**src/rtl/mmt_pkg.sv**
```systemverilog
// mmt_pkg: shared widths, register indexes and operand types for the tile multiplier
// no dependencies
package mmt_pkg;

  // operand and accumulator formats
  localparam int ELEM_W = 16;
  localparam int PROD_W = 2 * ELEM_W;
  localparam int ACC_W  = 40;

  // configuration register widths
  localparam int ROW_REG_W   = 3;
  localparam int DEPTH_REG_W = 9;
  localparam int COL_REG_W   = 5;

  // configuration port
  localparam int CFG_INDEX_W = 2;
  localparam int CFG_DATA_W  = 16;

  // result index widths
  localparam int OUT_ROW_W = 2;
  localparam int OUT_COL_W = 4;

  // register indexes
  localparam logic [CFG_INDEX_W-1:0] REG_ROW_COUNT   = 2'd0;
  localparam logic [CFG_INDEX_W-1:0] REG_INNER_DEPTH = 2'd1;
  localparam logic [CFG_INDEX_W-1:0] REG_COL_COUNT   = 2'd2;

  typedef logic signed [ELEM_W-1:0] elem_t;
  typedef logic signed [PROD_W-1:0] prod_t;
  typedef logic signed [ACC_W-1:0]  acc_t;

endpackage

```
**src/rtl/mmt_mac.sv**
```systemverilog
// mmt_mac: shared multiply-accumulate unit, one row product per cycle, two stages
// depends on mmt_pkg
module mmt_mac
  import mmt_pkg::*;
#(
  parameter int ADDR_W = 6
) (
  input  logic              clk,
  input  logic              rst,
  input  logic              in_valid,
  input  logic [ADDR_W-1:0] in_addr,
  input  elem_t             a_op,
  input  elem_t             b_op,
  input  acc_t              acc_in,
  output logic              wr_en,
  output logic [ADDR_W-1:0] wr_addr,
  output acc_t              wr_data,
  output logic              pending
);

  logic              v1;
  logic              v2;
  logic [ADDR_W-1:0] addr1;
  logic [ADDR_W-1:0] addr2;
  prod_t             prod;
  acc_t              acc_r;

  // tag stage lines up with the memory read latency
  always_ff @(posedge clk) begin
    if (rst) begin
      v1 <= 1'b0;
      v2 <= 1'b0;
    end else begin
      v1 <= in_valid;
      v2 <= v1;
    end
  end

  // multiply stage, the A operand and the accumulator come straight from the memories
  always_ff @(posedge clk) begin
    addr1 <= in_addr;
    addr2 <= addr1;
    if (v1) begin
      prod  <= a_op * b_op;
      acc_r <= acc_in;
    end
  end

  // accumulate and write back
  assign wr_en   = v2;
  assign wr_addr = addr2;
  assign wr_data = acc_r + {{(ACC_W - PROD_W){prod[PROD_W-1]}}, prod};
  assign pending = v1 | v2;

endmodule

```
**config.mk**
```make
export PLATFORM = sky130hd
export DESIGN_NAME = mmt_mac
export DESIGN_NICKNAME = d
export VERILOG_FILES = /design/src/rtl/mmt_pkg.sv /design/src/rtl/mmt_mac.sv
export SDC_FILE = /design/constraint.sdc
export NUM_CORES = 1
export LEC_CHECK = 0
export BUFFER_PORTS_ARGS = -buffer_cell sky130_fd_sc_hd__buf_2
export CAP_MARGIN = 0
export CORE_ASPECT_RATIO = 1.75
export CORE_MARGIN = 8
export CORE_UTILIZATION = 45
export CTS_CLUSTER_DIAMETER = 150
export DETAILED_ROUTE_END_ITERATION = 8
export SLEW_MARGIN = 15
export SYNTH_ARGS = -nofsm -noshare
export SYNTH_HDL_FRONTEND = slang
export SYNTH_SLANG_ARGS = --single-unit
export TNS_END_PERCENT = 1
```
**constraint.sdc**
```tcl
create_clock -name clk -period 18.7 [get_ports clk]
set_clock_uncertainty 0.05 [all_clocks]
set_input_delay 0.935 -clock clk [delete_from_list [all_inputs] [get_ports clk]]
set_output_delay 0.935 -clock clk [all_outputs]
set_load 0.03 [all_outputs]
```
==> load_flow_metrics.sql, run 1 <==
INSERT INTO impl_metrics (metric_group, metric, value, unit) VALUES
('detailed_routing', 'routed_wire_length', '35.4', 'mm'),
('worst_hold_path', 'hold-path-endpoint', 'wr_addr[5]$_DFF_P_', ''),
('worst_hold_path', 'cell_depth_of_the_worst_min_delay_path', '0', ''),
('sta', 'final_hold_viol_count', '0', ''),
('global_routing', 'pin_count_of_the_biggest_net_entering_global_routing', '75', ''),
('clocking', 'post-cts-setup-buffer-count', '0', ''),
('job', 'drv.max_cap_violation_count', '0', ''),
('sta', 'finalSetupTns', '0', 'ns'),
('global_routing', 'gr_layer_usage_met3', '1.93', '%'),
('sta', 'finalMaxSlewViolations', '0', ''),
('clocking', 'cts_hold_buffers', '0', ''),
('logic_synthesis', 'synth.cells.most_frequent', 'sky130_fd_sc_hd__inv_1, sky130_fd_sc_hd__fa_1, sky130_fd_sc_hd__nand2_1, sky130_fd_sc_hd__and2_1, sky130_fd_sc_hd__ha_1', ''),
('logic_synthesis', 'synth.distinct_cells', '69', ''),
('logic_synthesis', 'yosysMostFrequentCell', 'sky130_fd_sc_hd__inv_1', ''),
('logic_synthesis', 'netlist.top_cell.by_area', 'sky130_fd_sc_hd__fa_1', ''),
('logic_synthesis', 'synth_ff_type', 'sky130_fd_sc_hd__edfxtp_1', ''),
('setup_path', 'crit_path_start_kind', 'primary input', ''),
('clocking', 'cts_resized', '0', ''),
('placement', 'numPortBuffers', '128', ''),
('worst_hold_path', 'hold_path.class', 'flip-flop to flip-flop', ''),
('logic_synthesis', 'synth_net_count', '1973', ''),
('logic_synthesis', 'ys_warn_count', '0', ''),
('logic_synthesis', 'syn-mean-instance-area', '9.70', 'µm²'),
('global_routing', 'grt_first_pass_wirelength', '58.2', 'mm'),
('global_routing', 'grtUsageTotal', '18.9', '%'),
('detailed_routing', 'drt-wirelength-per-cell', '17.6', 'µm'),
('global_routing', 'grt_most_used_layer', 'met2', ''),
('status', 'run_status', 'complete, no violations', ''),
('logic_synthesis', 'synth-async-reset-ratio', '0', '%'),
('detailed_routing', 'final_antenna_violating_net_count', '0', ''),
('detailed_routing', 'vias_per_cell', '5.22', ''),
('layout', 'number_of_antenna_repair_diodes', '0', ''),
('detailed_routing', 'drt-initial-drc-count', '445', ''),
('layout', 'register_area', '2450', 'µm²'),
('layout', 'flow.area_growth_from_synthesis', '8.78', '%'),
('sta', 'final_min_period_over_clock_period', '36.9', '%'),
('placement', 'gpl.final_weighted_congestion', '0.920', ''),
('layout', 'nNetsFinal', '2069', ''),
('placement', 'placement.setup.worst_slack', '11.43', 'ns'),
('die', 'row_count', '87', ''),
('sta', 'slew_hr', '35.5', '%'),
('setup_path', 'r2r_end', 'prod[0]$_DFFE_PP_', ''),
('logic_synthesis', 'yosys-top-cells-area', 'sky130_fd_sc_hd__fa_1, sky130_fd_sc_hd__edfxtp_1, sky130_fd_sc_hd__ha_1', ''),
('logic_synthesis', 'mappedNetlistArea', '14600', 'µm²'),
('setup_path', 'timing.reg2reg.setup_slack', '17.23', 'ns'),
('detailed_routing', 'firstDrtPassIters', '5', ''),
('die', 'design.die.area', '38700', 'µm²'),
('clocking', 'worstSkewPairLatency', '0.36', 'ns'),
('die', 'design.core.area', '32100', 'µm²'),
('logic_synthesis', 'syn_inst', '1508', ''),
('setup_path', 'ff2ff_path_depth', '0', ''),
('global_routing', 'vias_in_the_first_global_route', '11500', ''),
('sta', 'fin_ws', '11.80', 'ns'),
('clocking', 'cts_root_buffer', 'sky130_fd_sc_hd__clkbuf_16', ''),
('global_routing', 'globalRouteMet2Util', '38.0', '%'),
('sta', 'timing.final.setup_violations', '0', ''),
('clocking', 'cts_tree', 'built', ''),
('sta', 'timing.fmax', '145', 'MHz'),
('clocking', 'clock_buffers_created_by_tritoncts', '9', ''),
('logic_synthesis', 'netlist.area_leader.share', '36.0', '%'),
('setup_path', 'worst-path-max-fanout', '16', ''),
('setup_path', 'setup.worst_path.class', 'primary input to flip-flop', ''),
('clocking', 'clock_tree.htree_level_count', '3', ''),
('sta', 'holdWs', '0.278', 'ns'),
('layout', 'layout.filler_cells', '2998', ''),
('global_routing', 'met1_track_usage_gr', '19.7', '%'),
('placement', 'place_hpwl', '30.0', 'mm'),
('sta', 'grt_setup_unrepaired', 'no', ''),
('die', 'die_height', '254', 'µm'),
('clocking', 'clock_sinks', '86', ''),
('layout', 'drive_above_1_share', '10.6', '%');
-- cells by family after synthesis --
family | count (synthesis) | share of synthesized area (%)
mux | 1 | 0.0685
buf+inv | 352 | 9.11
compound gates | 212 | 9.98
xor+xnor | 61 | 3.65
simple gates | 412 | 14.1
fa+ha+maj | 384 | 46.4
flops | 86 | 16.7
-- critical path: stages --
cell and delay [ns]:
sky130_fd_sc_hd__buf_2 0.26, sky130_fd_sc_hd__nand2_1 0.15, sky130_fd_sc_hd__inv_1 0.14, sky130_fd_sc_hd__fa_1 0.55, sky130_fd_sc_hd__fa_1 0.83, sky130_fd_sc_hd__fa_1 0.52
sky130_fd_sc_hd__fa_1 0.52, sky130_fd_sc_hd__fa_1 0.49, sky130_fd_sc_hd__inv_1 0.05, sky130_fd_sc_hd__fa_1 0.47, sky130_fd_sc_hd__inv_1 0.04, sky130_fd_sc_hd__ha_1 0.45
sky130_fd_sc_hd__nand4_1 0.20, sky130_fd_sc_hd__nor2_1 0.21, sky130_fd_sc_hd__nand4_1 0.14, sky130_fd_sc_hd__a211oi_2 0.32, sky130_fd_sc_hd__o211ai_1 0.17, sky130_fd_sc_hd__a21bo_2 0.23
sky130_fd_sc_hd__a211o_1 0.26, sky130_fd_sc_hd__o211ai_1 0.10
-- routing by layer --
metal / up-vias / routed length, µm / share of wire (%)
met5: - / 0 / 0
met2: 220 / 19500 / 55
met4: 0 / 1130 / 3.2
met3: 58 / 1140 / 3.2
met1: 5245 / 13600 / 38
li1: 4965 / - / -
-- cells in the final DEF, fill, tap and decap left out, drive strengths merged, types with 6 or more instances in the layout --
master | netlist | layout
inv | 309 | 313
fa | 263 | 263
nand2 | 147 | 147
buf | 6 | 128
and2 | 126 | 126
ha | 121 | 121
edfxtp | 72 | 72
a21oi | 63 | 63
nor2 | 53 | 53
xnor2 | 50 | 50
o21ai | 33 | 33
a21o | 26 | 26
nand3 | 22 | 22
o21a | 18 | 18
o211ai | 15 | 15
dfxtp | 14 | 14
and3 | 12 | 12
a211oi | 12 | 12
nand2b | 11 | 11
xor2 | 11 | 11
or3 | 9 | 9
nor3 | 9 | 9
clkbuf | 37 | 9
nand4 | 6 | 6
o31ai | 6 | 6
-- registers in the layout, indices dropped and copies added, names as in the netlist --
name	cells
v1	1
addr1	6
wr_en	1
acc_r	40
prod	32
wr_addr	6
-- through the flow --
stage,util (%),instances,cell area (µm²)
after floorplan,-,1508,14600
after global placement,48.6,1993,15600
after detailed placement,48.6,1993,15600
after CTS,49.5,2009,15900
after global routing,49.5,2009,15900
final,49.5,2009,15900
-- worst max path at each step --
| stage | from | slack, ns | cells past startpoint | to |
|---|---|---|---|---|
| after floorplan | a_op[15] | 12.14 | 20 | prod[31]$_DFFE_PP_ |
| after global placement | b_op[1] | 11.59 | 20 | prod[30]$_DFFE_PP_ |
| after detailed placement | b_op[1] | 11.43 | 20 | prod[30]$_DFFE_PP_ |
| after CTS | b_op[1] | 11.79 | 20 | prod[30]$_DFFE_PP_ |
| after global routing | a_op[15] | 11.42 | 20 | prod[30]$_DFFE_PP_ |
| final | b_op[1] | 11.80 | 20 | prod[30]$_DFFE_PP_ |
-- final cells by class --
class / count / share of cell area, %
clock buffers: 9 / 1.42
clock inverters: 7 / 0.543
inverters: 309 / 7.29
multi-input cells: 1070 / 68.2
flip-flops and latches: 86 / 15.4
well taps: 400 / 3.15
repair buffers: 128 / 4.03
Power of run 1 is left out: the tool's default activity adds up to more than one toggle a clock period on the data nets, which glitch-free logic cannot reach.
==> run 2: changes to the inputs <==
- PLACE_DENSITY: default -> 0.65
- clock period: 18.7 -> 6.35 ns (I/O delays scaled with it)
==> run 2 against run 1 <==
Sequential share of layout area decreased by 0.15 points. Critical path depth unchanged. Count of clock-buffer cells in the layout unchanged. Register-to-register slack got worse by 12 ns. Highest routed layer unchanged. Design area increased by 0.95%. Non-clock buffer count increased by 20. Flip-flop and latch count unchanged. Global-route usage increased by 0.52 points. Hold slack got worse by 0.26 ns. Utilization increased by 0.47 points. Cell count increased by 1.0%. Die area unchanged.
==> load_flow_metrics.sql, run 2 (synthesis gave the netlist of run 1 again) <==
INSERT INTO impl_metrics (metric_group, metric, value, unit) VALUES
('layout', 'final_cell_mix', 'sky130_fd_sc_hd__inv_1, sky130_fd_sc_hd__fa_1, sky130_fd_sc_hd__nand2_1', ''),
('sta', 'holdWs', '0.0137', 'ns'),
('layout', 'multi_input_area', '10800', 'µm²'),
('status', 'run_status', 'complete, no violations', ''),
('die', 'row_count', '87', ''),
('sta', 'timing.fmax', '169', 'MHz'),
('setup_path', 'worst-path-max-fanout', '13', ''),
('layout', 'layout.filler_cells', '2988', ''),
('setup_path', 'crit_path_start_kind', 'primary input', ''),
('setup_path', 'cpLargestDelayFamily', 'adder cells', ''),
('setup_path', 'setup.worst_path.class', 'primary input to flip-flop', ''),
('layout', 'top_regs', 'acc_r: 40 flops, prod: 32 flops', ''),
('sta', 'grt_setup_unrepaired', 'no', ''),
('die', 'floorplan.initialDensity', '45.5', '%'),
('clocking', 'clock_tree.htree_level_count', '3', ''),
('detailed_routing', 'vias_per_cell', '5.28', ''),
('setup_path', 'highest_delay_cell_along_the_critical_path', 'sky130_fd_sc_hd__fa_1', ''),
('clocking', 'clock_buffers_created_by_tritoncts', '9', ''),
('detailed_routing', 'drt-initial-drc-count', '377', ''),
('global_routing', 'antenna_found_initial', '0', ''),
('setup_path', 'cp_slowest_stage_delay', '0.77', 'ns'),
('setup_path', 'worstPathBufferInverterCount', '4', ''),
('sta', 'final_period_minus_worst_setup_slack', '5.92', 'ns'),
('worst_hold_path', 'hold_path.class', 'primary input to flip-flop', ''),
('die', 'die_height', '254', 'µm'),
('detailed_routing', 'routed_wire_length', '36.3', 'mm'),
('die', 'die_width', '152', 'µm'),
('global_routing', 'vias_in_the_first_global_route', '12000', ''),
('global_routing', 'grt.overflow.total', '0', ''),
('setup_path', 'crit_path_cell_trace', 'buf_2, nand2_1, inv_1, fa_1, fa_1, fa_1, fa_1, fa_1, inv_1, fa_1, inv_1, ha_1, and4_1, a21o_1, o21ai_0, nand3_1, o211ai_1, nand3_1, o31ai_2, xnor2_1', ''),
('detailed_routing', 'final_antenna_violating_net_count', '0', ''),
('sta', 'finalMaxSlewViolations', '0', ''),
('layout', 'nNetsFinal', '2089', ''),
('sta', 'slew_hr', '39.9', '%'),
('setup_path', 'worst-endpoint-arrival', '5.98', 'ns'),
('clocking', 'post-cts-setup-buffer-count', '0', ''),
('global_routing', 'grtUsageTotal', '19.4', '%'),
('clocking', 'worstSkewPairLatency', '0.36', 'ns'),
('clocking', 'cts_tree', 'built', ''),
('job', 'drv.max_cap_violation_count', '0', ''),
('sta', 'tightest_slew', '0.902', 'ns'),
('placement', 'gpl.final_weighted_congestion', '0.914', ''),
('setup_path', 'crit_path_frequent_cell', 'sky130_fd_sc_hd__fa_1', ''),
('layout', 'drive_above_1_share', '11.4', '%'),
('clocking', 'cts_resized', '0', ''),
('layout', 'register_area', '2450', 'µm²'),
('die', 'design.die.area', '38700', 'µm²'),
('detailed_routing', 'drc_errors', '0', ''),
('die', 'design.core.area', '32100', 'µm²'),
('placement', 'place_hpwl', '30.6', 'mm'),
('die', 'ios', '129', ''),
('detailed_routing', 'drt-wirelength-per-cell', '17.9', 'µm'),
('sta', 'final_min_period_over_clock_period', '93.3', '%'),
('sta', 'finalSetupTns', '0', 'ns'),
('layout', 'flow.area_growth_from_synthesis', '9.82', '%'),
('layout', 'largest_reg_flops', '40', ''),
('clocking', 'cts_root_buffer', 'sky130_fd_sc_hd__clkbuf_16', ''),
('clocking', 'clk_path_buf_depth', '2', ''),
('placement', 'numPortBuffers', '128', ''),
('global_routing', 'pin_count_of_the_biggest_net_entering_global_routing', '73', ''),
('layout', 'final_common_cell', 'sky130_fd_sc_hd__inv_1', ''),
('clocking', 'worst_setup_hold_path_clk_slew', '0.07', 'ns'),
('global_routing', 'grt_first_pass_wirelength', '59.6', 'mm'),
('layout', 'number_of_antenna_repair_diodes', '0', ''),
('layout', 'registers.top_by_ff_count', 'acc_r', ''),
('sta', 'final_hold_viol_count', '0', ''),
('setup_path', 'cp.required', '6.40', 'ns'),
('clocking', 'clock_sinks', '86', ''),
('setup_path', 'endpoint_kind', 'flip-flop', ''),
('sta', 'timing.final.setup_violations', '0', ''),
('detailed_routing', 'firstDrtPassIters', '4', ''),
('clocking', 'cts_hold_buffers', '5', ''),
('detailed_routing', 'vias', '10700', '');
run 2: per-layer routing:
| metal | vias up | wire length [µm] | GRT usage [%] |
|---|---|---|---|
| li1 | 5008 | - | - |
| met1 | 5321 | 13200 | 19.5 |
| met2 | 292 | 19800 | 38.1 |
| met3 | 101 | 1240 | 1.98 |
| met4 | 0 | 2100 | 11.6 |
| met5 | - | 0 | 0 |
run 2: final cells by class:
| cell class | instances | area share, % |
|---|---|---|
| Clock inverter | 7 | 0.468 |
| Sequential cell | 86 | 15.2 |
| Clock buffer | 9 | 1.40 |
| Tap cell | 400 | 3.12 |
| Inverter | 309 | 7.22 |
| Multi-Input combinational cell | 1070 | 67.5 |
| Timing Repair Buffer | 148 | 5.00 |
run 2: final timing paths:
path / from / end / slack [ns] / cells after the start
setup reg to reg: v1$_SDFF_PP0_ / acc_r[4]$_DFFE_PP_ / 4.83 / 1
hold reg to reg: addr1[5]$_DFF_P_ / wr_addr[5]$_DFF_P_ / 0.28 / 0
setup / recovery: b_op[1] / prod[31]$_DFFE_PP_ / 0.43 / 20
hold / removal: in_addr[4] / addr1[4]$_DFF_P_ / 0.01 / 1
run 2: stage by stage:
stage	cell area [µm²]	util, %	setup slack (ns)	std cells
3_5_place_dp	15700	48.9	0.0311	2008
6_report	16100	50.0	0.428	2029
5_1_grt	16100	50.0	0.146	2029
2_1_floorplan	14600	-	0.411	1508
4_1_cts	16100	50.0	0.427	2029
3_3_place_gp	15700	48.9	0.189	2008
Power of run 2 is left out for the same reason.
==> run 3: changes to the inputs <==
- ABC_AREA: default -> 1
- CORE_UTILIZATION: 45 -> 57
- PLACE_DENSITY: 0.65 -> 0.79
- RECOVER_POWER: default -> 25
==> run 3 against run 2 <==
Wire length is 29% higher. Area after synthesis is 12% higher. Flip-flop and latch count did not move. Global-route usage is 9.3 points higher. Fmax decreased by 2.4%. Die area decreased by 10%. Setup slack got worse by 0.15 ns. Synthesized cell count grew 48%. Critical endpoint is now prod[28]$_DFFE_PP_. Largest cell class unchanged.
==> load_flow_metrics.sql, run 3 <==
INSERT INTO impl_metrics (metric_group, metric, value, unit) VALUES
('clocking', 'post-cts-setup-buffer-count', '0', ''),
('logic_synthesis', 'synth.cells.most_frequent', 'sky130_fd_sc_hd__nand2_1, sky130_fd_sc_hd__inv_1, sky130_fd_sc_hd__fa_1, sky130_fd_sc_hd__ha_1, sky130_fd_sc_hd__nor2_1', ''),
('logic_synthesis', 'yosys-mux-area-fraction', '0', '%'),
('detailed_routing', 'firstDrtPassIters', '7', ''),
('detailed_routing', 'drt-initial-drc-count', '580', ''),
('setup_path', 'cp.required', '6.43', 'ns'),
('die', 'floorplan.initialDensity', '57.6', '%'),
('clocking', 'worst_setup_hold_path_clk_slew', '0.07', 'ns'),
('setup_path', 'setup.worst_path.class', 'primary input to flip-flop', ''),
('setup_path', 'endpoint_kind', 'flip-flop', ''),
('sta', 'final_period_minus_worst_setup_slack', '6.07', 'ns'),
('sta', 'timing.final.setup_violations', '0', ''),
('logic_synthesis', 'synth_net_count', '2690', ''),
('status', 'run_status', 'complete, no violations', ''),
('sta', 'final_hold_viol_count', '0', ''),
('clocking', 'clk_path_buf_depth', '2', ''),
('logic_synthesis', 'netlist.area_leader.share', '32.0', '%'),
('logic_synthesis', 'ys_seq_elements', '86', ''),
('layout', 'registers.top_by_ff_count', 'acc_r', ''),
('detailed_routing', 'vias_per_cell', '5.13', ''),
('setup_path', 'crit_path_start_kind', 'primary input', ''),
('logic_synthesis', 'synth_compound_area_share', '2.55', '%'),
('layout', 'final_cell_mix', 'sky130_fd_sc_hd__nand2_1, sky130_fd_sc_hd__inv_1, sky130_fd_sc_hd__fa_1', ''),
('setup_path', 'worst-endpoint-arrival', '6.15', 'ns'),
('layout', 'number_of_antenna_repair_diodes', '0', ''),
('sta', 'finalMaxSlewViolations', '0', ''),
('logic_synthesis', 'syn_inst', '2225', ''),
('layout', 'drive_above_1_share', '8.14', '%'),
('logic_synthesis', 'syn-mean-instance-area', '7.39', 'µm²'),
('sta', 'timing.fmax', '165', 'MHz'),
('sta', 'final_min_period_over_clock_period', '95.6', '%'),
('clocking', 'clock_tree.htree_level_count', '3', ''),
('logic_synthesis', 'synthAdderAreaFrac', '41.2', '%'),
('worst_hold_path', 'hold_path.class', 'primary input to flip-flop', ''),
('logic_synthesis', 'yosysMostFrequentCell', 'sky130_fd_sc_hd__nand2_1', ''),
('logic_synthesis', 'synth-async-reset-ratio', '0', '%'),
('placement', 'gpl.final_weighted_congestion', '0.985', ''),
('logic_synthesis', 'yosys-top-cells-area', 'sky130_fd_sc_hd__fa_1, sky130_fd_sc_hd__nand2_1, sky130_fd_sc_hd__inv_1', ''),
('layout', 'largest_reg_flops', '40', ''),
('sta', 'tightest_slew', '1.01', 'ns'),
('clocking', 'worstSkewPairLatency', '0.37', 'ns'),
('placement', 'numPortBuffers', '128', ''),
('layout', 'nNetsFinal', '2781', ''),
('detailed_routing', 'drc_errors', '0', ''),
('clocking', 'clock_sinks', '86', ''),
('logic_synthesis', 'synth.distinct_cells', '32', ''),
('logic_synthesis', 'synth_edf_count', '72', ''),
('detailed_routing', 'routed_wire_length', '47.0', 'mm'),
('logic_synthesis', 'combinational_family_with_the_most_area_after_synthesis', 'adder cells', ''),
('die', 'design.core.area', '28500', 'µm²'),
('logic_synthesis', 'ys_seq_area_share', '14.9', '%'),
('die', 'ios', '129', ''),
('global_routing', 'grtUsageTotal', '28.7', '%'),
('logic_synthesis', 'synth-xor-area-share', '2.24', '%'),
('placement', 'place_hpwl', '41.1', 'mm'),
('layout', 'flow.area_growth_from_synthesis', '7.91', '%'),
('clocking', 'cts_root_buffer', 'sky130_fd_sc_hd__clkbuf_16', ''),
('detailed_routing', 'final_antenna_violating_net_count', '0', ''),
('detailed_routing', 'drt-wirelength-per-cell', '17.4', 'µm'),
('die', 'design.die.area', '34700', 'µm²'),
('layout', 'layout.filler_cells', '2597', ''),
('logic_synthesis', 'synth_ff_type', 'sky130_fd_sc_hd__edfxtp_1', ''),
('layout', 'post-route-cell-area', '17700', 'µm²'),
('sta', 'grt_setup_unrepaired', 'no', ''),
('clocking', 'cts_tree', 'built', ''),
('sta', 'slew_hr', '32.7', '%'),
('die', 'die_width', '144', 'µm'),
('logic_synthesis', 'mappedNetlistArea', '16400', 'µm²'),
('logic_synthesis', 'simple_gate_share_of_the_synthesized_area', '23.6', '%'),
('job', 'drv.max_cap_violation_count', '0', ''),
('placement', 'place_area', '17400', 'µm²'),
('die', 'row_count', '82', ''),
('global_routing', 'pin_count_of_the_biggest_net_entering_global_routing', '75', ''),
('logic_synthesis', 'netlist.top_cell.by_area', 'sky130_fd_sc_hd__fa_1', ''),
('global_routing', 'vias_in_the_first_global_route', '15300', ''),
('layout', 'top_regs', 'acc_r: 40 flops, prod: 32 flops', ''),
('layout', 'final_common_cell', 'sky130_fd_sc_hd__nand2_1', ''),
('global_routing', 'grt_first_pass_wirelength', '75.8', 'mm'),
('setup_path', 'worst-path-max-fanout', '16', ''),
('logic_synthesis', 'ys_warn_count', '0', ''),
('clocking', 'clock_buffers_created_by_tritoncts', '9', ''),
('global_routing', 'grt.overflow.total', '0', ''),
('detailed_routing', 'vias', '13800', ''),
('die', 'die_height', '241', 'µm'),
('global_routing', 'antenna_found_initial', '0', '');
-- run 3: cell count changes after synthesis, sizes merged, moves of 24 or more --
cell / delta
nand2: +567
inv: +312
and2: -125
nor2: +74
nand3: +53
xnor2: -40
a21o: -24
-- run 3: path summary, 6_finish.rpt --
| kind | start | to | slack (ns) | depth (start not counted) |
|---|---|---|---|---|
| max | b_op[1] | prod[28]$_DFFE_PP_ | 0.28 | 19 |
| min | rst | v1$_SDFF_PP0_ | 0.06 | 2 |
| max reg2reg | v1$_SDFF_PP0_ | acc_r[8]$_DFFE_PP_ | 4.85 | 0 |
| min reg2reg | addr1[5]$_DFF_P_ | wr_addr[5]$_DFF_P_ | 0.28 | 0 |
-- run 3: critical path, stage by stage --
cell                      delay, ns
sky130_fd_sc_hd__buf_2         0.32
sky130_fd_sc_hd__nand2_1       0.17
sky130_fd_sc_hd__inv_1         0.14
sky130_fd_sc_hd__fa_1          0.55
sky130_fd_sc_hd__fa_1          0.85
sky130_fd_sc_hd__inv_1         0.16
sky130_fd_sc_hd__fa_1          0.52
sky130_fd_sc_hd__inv_1         0.06
sky130_fd_sc_hd__fa_1          0.55
sky130_fd_sc_hd__fa_1          0.42
sky130_fd_sc_hd__fa_1          0.45
sky130_fd_sc_hd__ha_1          0.37
sky130_fd_sc_hd__nand2_1       0.12
sky130_fd_sc_hd__nor2_2        0.33
sky130_fd_sc_hd__nand2_1       0.15
sky130_fd_sc_hd__nor4_2        0.18
sky130_fd_sc_hd__nand2_1       0.27
sky130_fd_sc_hd__nand4_1       0.14
sky130_fd_sc_hd__nand2_1       0.06
-- run 3: what timing repair did --
item | CTS | global route
resized for setup | 0 | 1
hold endpoints to repair | 5 | 1
hold buffers | 5 | 1
setup endpoints to repair | 0 | 1
-- run 3: routing by layer --
metal	part of all wire (%)	wire, µm	vias up	GRT usage (%)
met2	54	25300	450	54.1
met3	4.2	1980	198	3.05
met1	33	15500	6582	27.3
met4	8.9	4180	0	23.1
met5	0	0	-	0
li1	-	-	6608	-
-- run 3: stage by stage --
stage	std cells	hold WS, ns	setup slack (ns)	utilization, %	TNS [ns]
after floorplan	2225	0.260	0.756	-	0
after global placement	2677	0.260	0.0218	60.9	0
after detailed placement	2677	0.262	-0.0996	60.9	-0.0996
after CTS	2698	0.00274	0.295	62.2	0
after global routing	2699	0.0567	0.00333	62.2	0
final	2699	0.0600	0.280	62.2	0
-- run 3: cell type report --
cell class / instances / area (µm²) / share of cell area, %
Multi-Input combinational cell: 1459 / 11400 / 64.5
Clock inverter: 5 / 45.0 / 0.254
Inverter: 621 / 2330 / 13.1
Clock buffer: 11 / 264 / 1.49
Timing Repair Buffer: 139 / 733 / 4.13
Tap cell: 378 / 473 / 2.67
Sequential cell: 86 / 2450 / 13.8
-- run 3: cell families (layout without fill, tap and decap cells) --
family	Yosys count	in the layout
buffers and inverters	680	776
xor gates and xnor gates	42	42
DFF	86	86
adders and majority gates	384	384
AOI/OAI and AO/OA	76	76
and+or+nand+nor	957	957
Power of run 3 is left out for the same reason.
